===== src/tlrl_pkg.sv =====
package tlrl_pkg;

  // Item function codes
  typedef enum logic [1:0] {
    FUNC_TICK  = 2'd0,
    FUNC_LOCK  = 2'd1,
    FUNC_OPEN  = 2'd2,
    FUNC_CLOSE = 2'd3
  } func_t;

  // Result status codes
  typedef enum logic [1:0] {
    ST_DONE   = 2'd0,
    ST_LOCKED = 2'd1,
    ST_BUSY   = 2'd2,
    ST_PASSED = 2'd3
  } status_t;

  // Configuration register indexes
  typedef enum logic [2:0] {
    REG_PULSE_LENGTH  = 3'd0,
    REG_DARK_ABOVE    = 3'd1,
    REG_SLOW_ABOVE    = 3'd2,
    REG_SLOW_INTERVAL = 3'd3,
    REG_FAST_INTERVAL = 3'd4,
    REG_BRIGHT_STEP   = 3'd5
  } cfg_reg_t;

  localparam int unsigned CFG_INDEX_W = 3;
  localparam int unsigned CFG_DATA_W  = 16;

  // Register reset values
  localparam logic [15:0] PULSE_LENGTH_RST  = 16'd2000;
  localparam logic [15:0] DARK_ABOVE_RST    = 16'd1800;
  localparam logic [15:0] SLOW_ABOVE_RST    = 16'd600;
  localparam logic [15:0] SLOW_INTERVAL_RST = 16'd40;
  localparam logic [15:0] FAST_INTERVAL_RST = 16'd10;
  localparam logic [7:0]  BRIGHT_STEP_RST   = 8'd2;

  localparam logic [7:0]  LED_FULL = 8'hFF;
  localparam logic [7:0]  LED_DARK = 8'h00;
  localparam logic [15:0] CNT_MAX  = 16'hFFFF;

  typedef struct packed {
    logic [15:0] pulse_length_ms;
    logic [15:0] dark_above_sec;
    logic [15:0] slow_above_sec;
    logic [15:0] slow_interval_ms;
    logic [15:0] fast_interval_ms;
    logic [7:0]  brightness_step;
  } cfg_t;

  typedef struct packed {
    logic        relay_on;
    logic [7:0]  led_level;
    logic        lock_held;
    logic        pulse_running;
    logic [31:0] seconds_left;
    status_t     status;
  } res_t;

endpackage


===== src/tlrl_item_if.sv =====
interface tlrl_item_if;
  logic        valid;
  logic        ready;
  logic [1:0]  func;
  logic [31:0] now_sec;
  logic [31:0] unlock_sec;

  modport source (output valid, output func, output now_sec, output unlock_sec, input ready);
  modport sink   (input valid, input func, input now_sec, input unlock_sec, output ready);
endinterface


===== src/tlrl_result_if.sv =====
interface tlrl_result_if;
  logic        valid;
  logic        ready;
  logic        relay_on;
  logic [7:0]  led_level;
  logic        lock_held;
  logic        pulse_running;
  logic [31:0] seconds_left;
  logic [1:0]  status;

  modport source (output valid, output relay_on, output led_level, output lock_held,
                  output pulse_running, output seconds_left, output status, input ready);
  modport sink   (input valid, input relay_on, input led_level, input lock_held,
                  input pulse_running, input seconds_left, input status, output ready);
endinterface


===== src/time_lock_relay_led_controller_top.sv =====
// Channel  | Dir | Payload                                                    | Handshake
// item     | in  | func, now_sec, unlock_sec                                  | valid/ready
// result   | out | relay_on, led_level, lock_held, pulse_running,             | valid/ready
//          |     | seconds_left, status                                       |
// cfg      | in  | cfg_index, cfg_data                                        | cfg_write
//
// One request per cycle sustained while result.ready holds; a taken request passes
// through the input register, one pass of compare/count logic and the result register.
// Synchronous active-high reset clears state and both stages; no clearing pass.
// A stalled result holds in the result register while the request behind it waits
// in the input register; item.ready drops only when both stages are full.
module time_lock_relay_led_controller_top
  import tlrl_pkg::*;
(
  input  logic                   clk,
  input  logic                   rst,
  tlrl_item_if.sink              item,
  tlrl_result_if.source          result,
  input  logic                   cfg_write,
  input  logic [CFG_INDEX_W-1:0] cfg_index,
  input  logic [CFG_DATA_W-1:0]  cfg_data
);

  cfg_t        cfg;
  res_t        res;
  logic        in_valid;
  logic [1:0]  in_func;
  logic [31:0] in_now;
  logic [31:0] in_unlock;
  logic        out_valid;
  res_t        out_res;
  logic        advance;
  logic        take;

  tlrl_cfg u_cfg (
    .clk       (clk),
    .rst       (rst),
    .cfg_write (cfg_write),
    .cfg_index (cfg_index),
    .cfg_data  (cfg_data),
    .cfg       (cfg)
  );

  tlrl_core u_core (
    .clk        (clk),
    .rst        (rst),
    .cfg        (cfg),
    .go         (advance),
    .func       (in_func),
    .now_sec    (in_now),
    .unlock_sec (in_unlock),
    .res        (res)
  );

  // Stage handshakes
  assign advance    = in_valid && (!out_valid || result.ready);
  assign item.ready = !in_valid || advance;
  assign take       = item.valid && item.ready;

  // Input register
  always_ff @(posedge clk) begin
    if (rst) begin
      in_valid <= 1'b0;
    end else begin
      in_valid <= take || (in_valid && !advance);
    end
  end

  always_ff @(posedge clk) begin
    if (take) begin
      in_func   <= item.func;
      in_now    <= item.now_sec;
      in_unlock <= item.unlock_sec;
    end
  end

  // Result register
  always_ff @(posedge clk) begin
    if (rst) begin
      out_valid <= 1'b0;
    end else if (advance) begin
      out_valid <= 1'b1;
    end else if (result.ready) begin
      out_valid <= 1'b0;
    end
  end

  always_ff @(posedge clk) begin
    if (advance) begin
      out_res <= res;
    end
  end

  assign result.valid         = out_valid;
  assign result.relay_on      = out_res.relay_on;
  assign result.led_level     = out_res.led_level;
  assign result.lock_held     = out_res.lock_held;
  assign result.pulse_running = out_res.pulse_running;
  assign result.seconds_left  = out_res.seconds_left;
  assign result.status        = out_res.status;

endmodule


===== src/tlrl_cfg.sv =====
module tlrl_cfg
  import tlrl_pkg::*;
(
  input  logic                   clk,
  input  logic                   rst,
  input  logic                   cfg_write,
  input  logic [CFG_INDEX_W-1:0] cfg_index,
  input  logic [CFG_DATA_W-1:0]  cfg_data,
  output cfg_t                   cfg
);

  // Register file; writes to unused indexes are dropped
  always_ff @(posedge clk) begin
    if (rst) begin
      cfg.pulse_length_ms  <= PULSE_LENGTH_RST;
      cfg.dark_above_sec   <= DARK_ABOVE_RST;
      cfg.slow_above_sec   <= SLOW_ABOVE_RST;
      cfg.slow_interval_ms <= SLOW_INTERVAL_RST;
      cfg.fast_interval_ms <= FAST_INTERVAL_RST;
      cfg.brightness_step  <= BRIGHT_STEP_RST;
    end else if (cfg_write) begin
      unique case (cfg_reg_t'(cfg_index))
        REG_PULSE_LENGTH:  cfg.pulse_length_ms  <= cfg_data;
        REG_DARK_ABOVE:    cfg.dark_above_sec   <= cfg_data;
        REG_SLOW_ABOVE:    cfg.slow_above_sec   <= cfg_data;
        REG_SLOW_INTERVAL: cfg.slow_interval_ms <= cfg_data;
        REG_FAST_INTERVAL: cfg.fast_interval_ms <= cfg_data;
        REG_BRIGHT_STEP:   cfg.brightness_step  <= cfg_data[7:0];
        default: ;
      endcase
    end
  end

endmodule


===== src/tlrl_core.sv =====
module tlrl_core
  import tlrl_pkg::*;
(
  input  logic        clk,
  input  logic        rst,
  input  cfg_t        cfg,
  input  logic        go,
  input  logic [1:0]  func,
  input  logic [31:0] now_sec,
  input  logic [31:0] unlock_sec,
  output res_t        res
);

  // Controller state
  logic        lock_active, lock_active_next;
  logic [31:0] unlock_time, unlock_time_next;
  logic        pulse_flag, pulse_flag_next;
  logic [15:0] pulse_elapsed, pulse_elapsed_next;
  logic        relay_level, relay_level_next;
  logic [7:0]  breath_level, breath_level_next;
  logic        breath_rising, breath_rising_next;
  logic [15:0] step_timer, step_timer_next;
  logic [7:0]  led_out, led_out_next;

  logic [15:0]        pe_inc;
  logic [15:0]        st_inc;
  logic               lock_expired;
  logic [31:0]        left_cur;
  logic [15:0]        interval;
  logic signed [9:0]  bsum;
  logic [7:0]         bv;
  logic               br;
  logic               ahead;
  status_t            status;

  // Saturating counters and lock distance
  assign pe_inc       = (pulse_elapsed != CNT_MAX) ? pulse_elapsed + 16'd1 : pulse_elapsed;
  assign st_inc       = (step_timer != CNT_MAX) ? step_timer + 16'd1 : step_timer;
  assign lock_expired = (unlock_time <= now_sec);
  assign left_cur     = unlock_time - now_sec;
  assign interval     = (left_cur > {16'd0, cfg.slow_above_sec}) ? cfg.slow_interval_ms
                                                                  : cfg.fast_interval_ms;

  // Triangle ramp step, clamped at both ends
  always_comb begin
    bsum = breath_rising ? signed'({2'b00, breath_level} + {2'b00, cfg.brightness_step})
                         : signed'({2'b00, breath_level} - {2'b00, cfg.brightness_step});
    if (bsum >= 10'sd255) begin
      bv = LED_FULL;
      br = 1'b0;
    end else if (bsum <= 10'sd0) begin
      bv = LED_DARK;
      br = 1'b1;
    end else begin
      bv = bsum[7:0];
      br = breath_rising;
    end
  end

  // Per-item state update
  always_comb begin
    lock_active_next   = lock_active;
    unlock_time_next   = unlock_time;
    pulse_flag_next    = pulse_flag;
    pulse_elapsed_next = pulse_elapsed;
    relay_level_next   = relay_level;
    breath_level_next  = breath_level;
    breath_rising_next = breath_rising;
    step_timer_next    = step_timer;
    led_out_next       = led_out;
    status             = ST_DONE;
    unique case (func_t'(func))
      FUNC_TICK: begin
        pulse_elapsed_next = pe_inc;
        step_timer_next    = st_inc;
        if (pulse_flag && pe_inc >= cfg.pulse_length_ms) begin
          relay_level_next = 1'b0;
          pulse_flag_next  = 1'b0;
        end
        if (lock_active && lock_expired) begin
          lock_active_next = 1'b0;
        end
        // LED: full during pulse, dark / breathing while locked, full otherwise
        if (pulse_flag_next) begin
          led_out_next = LED_FULL;
        end else if (lock_active_next) begin
          if (left_cur > {16'd0, cfg.dark_above_sec}) begin
            led_out_next = LED_DARK;
          end else if (st_inc >= interval) begin
            step_timer_next    = 16'd0;
            breath_level_next  = bv;
            breath_rising_next = br;
            led_out_next       = bv;
          end
        end else begin
          led_out_next = LED_FULL;
        end
      end
      FUNC_LOCK: begin
        if (unlock_sec <= now_sec) begin
          status = ST_PASSED;
        end else begin
          unlock_time_next = unlock_sec;
          lock_active_next = 1'b1;
        end
      end
      FUNC_OPEN: begin
        if (lock_active && lock_expired) begin
          lock_active_next = 1'b0;
        end
        if (lock_active && !lock_expired) begin
          status = ST_LOCKED;
        end else if (pulse_flag) begin
          status = ST_BUSY;
        end else begin
          relay_level_next   = 1'b1;
          pulse_flag_next    = 1'b1;
          pulse_elapsed_next = 16'd0;
        end
      end
      FUNC_CLOSE: begin
        relay_level_next = 1'b0;
      end
      default: ;
    endcase
  end

  // Result fields after this item
  assign ahead = lock_active_next && (unlock_time_next > now_sec);

  always_comb begin
    res.relay_on      = relay_level_next;
    res.led_level     = led_out_next;
    res.lock_held     = lock_active_next;
    res.pulse_running = pulse_flag_next;
    res.seconds_left  = ahead ? unlock_time_next - now_sec : 32'd0;
    res.status        = status;
  end

  // State registers
  always_ff @(posedge clk) begin
    if (rst) begin
      lock_active   <= 1'b0;
      unlock_time   <= 32'd0;
      pulse_flag    <= 1'b0;
      pulse_elapsed <= 16'd0;
      relay_level   <= 1'b0;
      breath_level  <= 8'd0;
      breath_rising <= 1'b1;
      step_timer    <= CNT_MAX;
      led_out       <= 8'd0;
    end else if (go) begin
      lock_active   <= lock_active_next;
      unlock_time   <= unlock_time_next;
      pulse_flag    <= pulse_flag_next;
      pulse_elapsed <= pulse_elapsed_next;
      relay_level   <= relay_level_next;
      breath_level  <= breath_level_next;
      breath_rising <= breath_rising_next;
      step_timer    <= step_timer_next;
      led_out       <= led_out_next;
    end
  end

endmodule

===== src/flat_wrapper.sv =====
// flat-port wrapper written by rule: the top's interface ports become plain ports
module time_lock_relay_led_controller_top_flat import tlrl_pkg::*;
  (clk, rst, cfg_write, cfg_index, cfg_data, item_valid, item_func, item_now_sec, item_unlock_sec, item_ready, result_valid, result_relay_on, result_led_level, result_lock_held, result_pulse_running, result_seconds_left, result_status, result_ready);
  tlrl_item_if item_i ();
  tlrl_result_if result_i ();
  input  logic clk;
  input  logic rst;
  input  logic cfg_write;
  input  logic [CFG_INDEX_W-1:0] cfg_index;
  input  logic [CFG_DATA_W-1:0] cfg_data;
  input wire logic [$bits(item_i.valid)-1:0] item_valid;
  input wire logic [$bits(item_i.func)-1:0] item_func;
  input wire logic [$bits(item_i.now_sec)-1:0] item_now_sec;
  input wire logic [$bits(item_i.unlock_sec)-1:0] item_unlock_sec;
  output wire logic [$bits(item_i.ready)-1:0] item_ready;
  output wire logic [$bits(result_i.valid)-1:0] result_valid;
  output wire logic [$bits(result_i.relay_on)-1:0] result_relay_on;
  output wire logic [$bits(result_i.led_level)-1:0] result_led_level;
  output wire logic [$bits(result_i.lock_held)-1:0] result_lock_held;
  output wire logic [$bits(result_i.pulse_running)-1:0] result_pulse_running;
  output wire logic [$bits(result_i.seconds_left)-1:0] result_seconds_left;
  output wire logic [$bits(result_i.status)-1:0] result_status;
  input wire logic [$bits(result_i.ready)-1:0] result_ready;
  assign item_i.valid = item_valid;
  assign item_i.func = item_func;
  assign item_i.now_sec = item_now_sec;
  assign item_i.unlock_sec = item_unlock_sec;
  assign item_ready = item_i.ready;
  assign result_valid = result_i.valid;
  assign result_relay_on = result_i.relay_on;
  assign result_led_level = result_i.led_level;
  assign result_lock_held = result_i.lock_held;
  assign result_pulse_running = result_i.pulse_running;
  assign result_seconds_left = result_i.seconds_left;
  assign result_status = result_i.status;
  assign result_i.ready = result_ready;
  time_lock_relay_led_controller_top u_core (.clk(clk), .rst(rst), .item(item_i), .result(result_i), .cfg_write(cfg_write), .cfg_index(cfg_index), .cfg_data(cfg_data));
endmodule

===== config.mk =====
export PLATFORM = sky130hd
export DESIGN_NAME = time_lock_relay_led_controller_top_flat
export DESIGN_NICKNAME = d
export VERILOG_FILES = /design/src/tlrl_pkg.sv /design/src/tlrl_item_if.sv /design/src/tlrl_result_if.sv /design/src/time_lock_relay_led_controller_top.sv /design/src/tlrl_cfg.sv /design/src/tlrl_core.sv /design/src/flat_wrapper.sv
export SDC_FILE = /design/constraint.sdc
export NUM_CORES = 1
export LEC_CHECK = 0
export BUFFER_PORTS_ARGS = -buffer_cell sky130_fd_sc_hd__buf_4
export CAP_MARGIN = 10
export CELL_PAD_IN_SITES_DETAIL_PLACEMENT = 0
export CELL_PAD_IN_SITES_GLOBAL_PLACEMENT = 2
export CORE_MARGIN = 10
export CORE_UTILIZATION = 38
export DETAILED_ROUTE_END_ITERATION = 8
export PLACE_DENSITY_LB_ADDON = 0.1
export SYNTH_ARGS = -nofsm -noshare
export SYNTH_HDL_FRONTEND = slang
export SYNTH_HIERARCHICAL = 1
export SYNTH_SLANG_ARGS = --single-unit

===== constraint.sdc =====
create_clock -name clk -period 7.9 [get_ports clk]
set_clock_uncertainty 0.2 [all_clocks]
set_input_delay 0.79 -clock clk [delete_from_list [all_inputs] [get_ports clk]]
set_output_delay 0.79 -clock clk [all_outputs]
set_load 0.02 [all_outputs]

==> flow_summary.toml, run 1 <==
[run_status]
status = "finished clean"

[floorplan]
die_area_um2 = 57900
boundaryPins = 137
fp.dieH_um = 241
rows = 80
initial_utilization = 0.386
dieWidth_um = 241
core_region_area_um2 = 47900

[worst_setup_path]
worst_r2r_endpoint = "u_core/result.seconds_left[20]"
critPathMaxFanout = 31
r2r_cells = 22
cp-start-kind = "flip-flop"
end_kind = "flip-flop"
worst_r2r_startpoint = "u_core/in_unlock[9]"
data_arrival_time_of_the_worst_path_ns = 7.36
category_of_the_critical_setup_timing_path = "flip-flop to flip-flop"
worst-r2r-setup-slack_ns = 0.59
worst-endpoint-required_ns = 7.95

[hold_path]
hold_path_depth = 1
worstHoldStart = "item_now_sec[11]"
min_path_type = "input pin to flip-flop"
hold-path-endpoint = "u_core/in_now[11]"

[place]
gp_congestion = 0.844
quantity_of_i_o_buffers_inserted_on_ports = 136
dp.cells = 2664
dp_hpwl_um = 44000
placed_cell_area_um2 = 20000

[clock_network]
cts_hold_buffers = 0
clock_tree.root_cell = "sky130_fd_sc_hd__clkbuf_16"
clock-sinks = 285
cts_tree = "yes"
cts_buffer_depth = 3
clk_pin_slew_worst_paths_ns = 0.06
postCtsResizedCells = 0
cts.repair_timing.setup_buffer_count = 0
clock_insertion_delay_worst_skew_ns = 0.55
cts_inserted_buffers = 36
htree_num_levels = 2

[synthesis]
post-synth-top-area-fraction = 0.188
ys.warnings.count = 6
synth_top_cell_by_area = "sky130_fd_sc_hd__dfxtp_1"
synth.net_count = 2264
ys_seq_elements = 285
ys_top_cells_by_area = "sky130_fd_sc_hd__dfxtp_1, sky130_fd_sc_hd__edfxtp_1, sky130_fd_sc_hd__ha_1, sky130_fd_sc_hd__mux2i_1, sky130_fd_sc_hd__a21oi_1"
synth_async_sr_flop_share = 0
synth_top_cells_by_count = "sky130_fd_sc_hd__ha_1, sky130_fd_sc_hd__nand2_1, sky130_fd_sc_hd__dfxtp_1"
cell_with_the_most_instances_after_synthesis = "sky130_fd_sc_hd__ha_1"
syn-cell-area_um2 = 18500
syn-instance-count = 1987
post_synth_num_cell_types = 94
avgSynthCellArea_um2 = 9.31
synth-edff-count = 111
synth-main-ff-cell = "sky130_fd_sc_hd__dfxtp_1"
synth_seq_area_share = 0.369

[sta]
setup_viol_count_final = 0
rsz0062_at_grt = "false"
finalMaxSlewViolations = 0
maxClockFrequency_mhz = 137
final_layout_setup_total_negative_slack_ns = 0
worst_slew_margin_rel = 0.156
final_min_period_over_clock_period = 0.925
hold_slack_ns = 0.215
finalHoldViolations = 0
tightestPinTransition_ns = 1.26
final.min_clock_period_ns = 7.31

[cells_and_area]
instances_no_fill = 2727
antenna_cells_inserted = 0
num-nets-final = 2364
finished_layout_cell_area_um2 = 21200
final_layout_size_suffix_gt1_frac = 0.135
areaGrowthSynthToFinish_pct = 14.9

[drt]
antenna_left = 0
drt-initial-drc-count = 853
detail_route.vias_per_cell = 5.37
routedWlPerCell_um = 20.8
route.vias.total = 14634
remaining_drc_errors = 0
detailedRoute.firstPassIterationCount = 5
finalWirelength_um = 56800

[pwr]
cellLeakagePower_uw = 0.00949
max-vdd-ir-drop_uv = 142
power_per_cell_area_nw_per_um2 = 187

[flow_run]
maxCapViolCount = 0

[global_route]
grt.overflow.total = 0
pin_count_of_the_biggest_net_entering_global_routing = 113
initial_antenna_violation_count = 1
grt_usage = 0.193
grt_pass1_vias = 14815
grt_pass1_wl_um = 86900
-- state kept, by name (all words and copies together) (netlist names) --
| register | flops |
|---|---|
| u_core/u_core/relay_level | 1 |
| u_core/u_core/lock_active | 1 |
| u_core/result.valid | 1 |
| u_core/u_core/led_out | 8 |
| u_core/u_core/pulse_elapsed | 16 |
| u_core/result.relay_on | 1 |
| u_core/u_core/breath_rising | 1 |
| u_core/result.lock_held | 1 |
| u_core/u_core/step_timer | 16 |
| u_core/u_core/breath_level | 8 |
| u_core/u_core/pulse_flag | 1 |
| u_core/u_core/unlock_time | 32 |
| u_core/u_cfg/cfg | 88 |
| u_core/in_unlock | 32 |
| u_core/in_valid | 1 |
| u_core/result.status | 2 |
| u_core/result.led_level | 8 |
| u_core/result.pulse_running | 1 |
| u_core/in_now | 32 |
| u_core/in_func | 2 |
| u_core/result.seconds_left | 32 |
-- cell usage in the layout, fill, tap and decap left out, drive strengths merged, types with 14 or more instances in the layout --
cell type,Yosys,routed
a211oi,17,17
a21o,63,63
a21oi,161,161
a31oi,20,20
a32o,14,14
buf,36,144
clkbuf,46,48
dfxtp,174,174
edfxtp,111,111
ha,183,183
inv,133,133
mux2,35,35
mux2i,114,114
nand2,184,184
nand2b,112,112
nand3,51,51
nand4,33,33
nor2,137,137
nor2b,15,15
nor3,35,35
o211ai,14,14
o21a,21,21
o21ai,67,67
xnor2,41,41
xor2,29,29
-- cell families after synthesis --
logic type,after synthesis,synth area share
compound gates,444,0.160
xor+xnor,70,0.0332
fa+ha+maj,187,0.128
buf+inv,215,0.0487
flops,285,0.369
mux,150,0.0842
simple gates,636,0.177
-- metrics by stage --
step,power [uW],worst slack [ns],util
floorplan,2040,2.00,-
global placement,2240,0.607,0.416
detailed placement,2250,0.625,0.416
CTS,4030,0.577,0.443
global route,4160,0.0692,0.443
finish,3970,0.589,0.443
-- area by class of cell --
type,count,area [um^2]
Clock buffer,48,1050
Clock inverter,15,225
Fill cell,4721,26700
Inverter,133,499
Multi-Input combinational cell,1487,10800
Sequential cell,285,6820
Tap cell,615,769
Timing Repair Buffer,144,1080
-- worst max-delay path, cell delays in order, from the launching register on --
cell                        delay (ns)
sky130_fd_sc_hd__edfxtp_1         0.44
sky130_fd_sc_hd__ha_1             0.32
sky130_fd_sc_hd__a21o_1           0.16
sky130_fd_sc_hd__a21o_1           0.17
sky130_fd_sc_hd__a21oi_1          0.23
sky130_fd_sc_hd__o21a_1           0.20
sky130_fd_sc_hd__a21oi_1          0.11
sky130_fd_sc_hd__a2111oi_0        0.49
sky130_fd_sc_hd__a21oi_1          0.34
sky130_fd_sc_hd__nand2_1          0.34
sky130_fd_sc_hd__buf_4            0.46
sky130_fd_sc_hd__mux2_2           0.40
sky130_fd_sc_hd__ha_1             0.31
sky130_fd_sc_hd__inv_1            0.07
sky130_fd_sc_hd__o21bai_1         0.19
sky130_fd_sc_hd__a2111oi_0        0.17
sky130_fd_sc_hd__o31a_1           0.39
sky130_fd_sc_hd__o211ai_2         0.21
sky130_fd_sc_hd__a31oi_1          0.25
sky130_fd_sc_hd__o31ai_1          0.43
sky130_fd_sc_hd__o311ai_4         0.17
sky130_fd_sc_hd__buf_4            0.29
sky130_fd_sc_hd__a2111oi_0        0.64
-- worst max-delay path by stage --
stage,start,endpoint,cells after the start
floorplan,u_core/in_now[0],u_core/result.led_level[0],32
global placement,u_core/in_unlock[9],u_core/result.seconds_left[20],22
detailed placement,u_core/in_now[17],u_core/result.seconds_left[20],23
CTS,u_core/in_now[17],u_core/result.seconds_left[20],23
global route,u_core/in_now[17],u_core/result.seconds_left[20],26
finish,u_core/in_unlock[9],u_core/result.seconds_left[20],22
-- layer usage --
layer  GRT usage  share of wire  up-vias
met5           0              0        -
li1            -              -     7316
met2       0.341           0.50      244
met3      0.0249          0.030       88
met1       0.234           0.43     6986
met4      0.0790          0.037        0
-- where the power goes --
group          switching [uW]  leakage, uW  internal [uW]
Combinational             364      0.00636            243
Sequential               30.0      0.00251           1580
Clock                     660     0.000617           1100
Total                    1050      0.00949           2920
(Power assumes the default switching activity.)
==> run 2: changes to the inputs <==
CORE_UTILIZATION = 30   (was 38)
==> run 2 against run 1 <==
Net effect:
- utilization down 8.9 points
- non-clock buffer count rose by 3
- sequential share of layout area is 0.39 points lower
- clock power is 2% higher
- worst setup slack improved by 0.21 ns
- cell area rose by 1.2%
- clock-buffer cell count is 2 lower
- critical path type unchanged
- largest power group unchanged
==> flow_summary.toml, run 2 (synthesis results as in run 1) <==
[place]
pre_cts_slack_ns = 0.578
placed_cell_area_um2 = 20200
dp.cells = 2834
dp_hpwl_um = 46500
gp_congestion = 0.833
quantity_of_i_o_buffers_inserted_on_ports = 136

[floorplan]
fp.dieH_um = 268
boundaryPins = 137
rows = 90
core_region_area_um2 = 60700
dieWidth_um = 268
initial_utilization = 0.305
die_area_um2 = 72000

[drt]
detailedRoute.firstPassIterationCount = 7
drt-initial-drc-count = 733
remaining_drc_errors = 0
finalWirelength_um = 59500
antenna_left = 0
route.vias.total = 14534
routedWlPerCell_um = 20.5
detail_route.vias_per_cell = 5.01

[cells_and_area]
antenna_cells_inserted = 0
instances_no_fill = 2903
fillers = 6178
mostFrequentLayoutCells = "sky130_fd_sc_hd__ha_1, sky130_fd_sc_hd__nand2_1, sky130_fd_sc_hd__dfxtp_1"
final_common_cell = "sky130_fd_sc_hd__ha_1"
num-nets-final = 2369
finished_layout_cell_area_um2 = 21500
areaGrowthSynthToFinish_pct = 16.3
largest_reg_flops = 88
register_ranked_first_by_flip_flop_count = "u_core/u_cfg/cfg"
final_layout_size_suffix_gt1_frac = 0.139

[worst_setup_path]
r2r_cells = 23
critPathMaxFanout = 31
end_kind = "flip-flop"
crit_path_start = "u_core/in_now[9]"
endpoint = "u_core/result.seconds_left[31]"
worst_r2r_endpoint = "u_core/result.seconds_left[31]"
cp-start-kind = "flip-flop"
category_of_the_critical_setup_timing_path = "flip-flop to flip-flop"
worst-endpoint-required_ns = 7.99
data_arrival_time_of_the_worst_path_ns = 7.19
worst-r2r-setup-slack_ns = 0.80
worst_r2r_startpoint = "u_core/in_now[9]"

[hold_path]
hold_path_depth = 1
min_path_type = "input pin to flip-flop"

[clock_network]
clk_pin_slew_worst_paths_ns = 0.05
postCtsResizedCells = 0
clock_tree.root_cell = "sky130_fd_sc_hd__clkbuf_16"
cts.repair_timing.setup_buffer_count = 0
htree_num_levels = 2
cts_tree = "yes"
clock_insertion_delay_worst_skew_ns = 0.56
clock-sinks = 285
cts_hold_buffers = 0
cts_buffer_depth = 3
cts_inserted_buffers = 38

[sta]
final_min_period_over_clock_period = 0.899
final.min_clock_period_ns = 7.10
finalMaxSlewViolations = 0
finalHoldViolations = 0
maxClockFrequency_mhz = 141
worst_slew_margin_rel = 0.203
tightestPinTransition_ns = 1.19
rsz0062_at_grt = "false"
layout_setup_ws_ns = 0.798
final_layout_setup_total_negative_slack_ns = 0
setup_viol_count_final = 0

[global_route]
grt_pass1_vias = 15191
pin_count_of_the_biggest_net_entering_global_routing = 106
grt.overflow.total = 0
initial_antenna_violation_count = 0
grt_pass1_wl_um = 91100
grt_usage = 0.164

[pwr]
fin_total_pwr_uw = 4020
max-vdd-ir-drop_uv = 146
cellLeakagePower_uw = 0.00953
power_per_cell_area_nw_per_um2 = 187

[flow_run]
maxCapViolCount = 0

[run_status]
status = "finished clean"
==> run 2: cell type report <==
class	count	area, um^2	area share
Timing Repair Buffer	147	1100	0.0513
Tap cell	782	978	0.0455
Clock inverter	23	269	0.0125
Inverter	133	499	0.0232
Sequential cell	285	6820	0.317
Clock buffer	46	1030	0.0480
Multi-Input combinational cell	1487	10800	0.502
==> run 2: worst min path at each step <==
stage	start	to	slack [ns]
2_1_floorplan	u_core/u_core/led_out[7]	u_core/u_core/led_out[7]	0.25
3_3_place_gp	u_core/u_core/led_out[7]	u_core/u_core/led_out[7]	0.26
3_5_place_dp	u_core/u_cfg/cfg[74]	u_core/u_cfg/cfg[74]	0.26
4_1_cts	item_unlock_sec[30]	u_core/in_unlock[30]	0.17
5_1_grt	item_unlock_sec[29]	u_core/in_unlock[29]	0.17
6_report	item_unlock_sec[11]	u_core/in_unlock[11]	0.21
==> run 2: routing by layer <==
metal	vias up	part of all wire	GRT usage
met3	74	0.028	0.0224
met4	0	0.028	0.0530
met1	6916	0.43	0.192
met2	196	0.52	0.300
li1	7348	-	-
met5	-	0	0
==> run 2: power breakdown <==
group          internal (uW)  total, uW  leakage (uW)  switching (uW)
registers               1580       1610       0.00251            31.2
clock network           1100       1800      0.000643             704
logic                    244        608       0.00637             364
total                   2920       4020       0.00953            1100
==> run 2: per-stage QoR <==
step                hold WS (ns)  utilization
floorplan                  0.247            -
global placement           0.259        0.333
detailed placement         0.264        0.333
CTS                        0.171        0.354
global route               0.170        0.354
finish                     0.209        0.354
==> run 2: critical path, cell delays in order (launching register included) <==
cell and delay, ns:
sky130_fd_sc_hd__edfxtp_1 0.36, sky130_fd_sc_hd__inv_1 0.16, sky130_fd_sc_hd__ha_1 0.27, sky130_fd_sc_hd__a21o_1 0.16, sky130_fd_sc_hd__a21o_1 0.17, sky130_fd_sc_hd__a21oi_1 0.28, sky130_fd_sc_hd__o21a_1 0.17, sky130_fd_sc_hd__a21oi_1 0.08
sky130_fd_sc_hd__a2111oi_0 0.41, sky130_fd_sc_hd__a21oi_1 0.33, sky130_fd_sc_hd__nand2_2 0.38, sky130_fd_sc_hd__buf_4 0.42, sky130_fd_sc_hd__mux2_2 0.39, sky130_fd_sc_hd__ha_1 0.33, sky130_fd_sc_hd__inv_1 0.08, sky130_fd_sc_hd__o21bai_1 0.22
sky130_fd_sc_hd__a2111oi_0 0.15, sky130_fd_sc_hd__o31a_1 0.38, sky130_fd_sc_hd__o211ai_2 0.23, sky130_fd_sc_hd__a31oi_1 0.26, sky130_fd_sc_hd__o31ai_1 0.45, sky130_fd_sc_hd__o311ai_4 0.19, sky130_fd_sc_hd__buf_4 0.29, sky130_fd_sc_hd__a2111oi_0 0.44
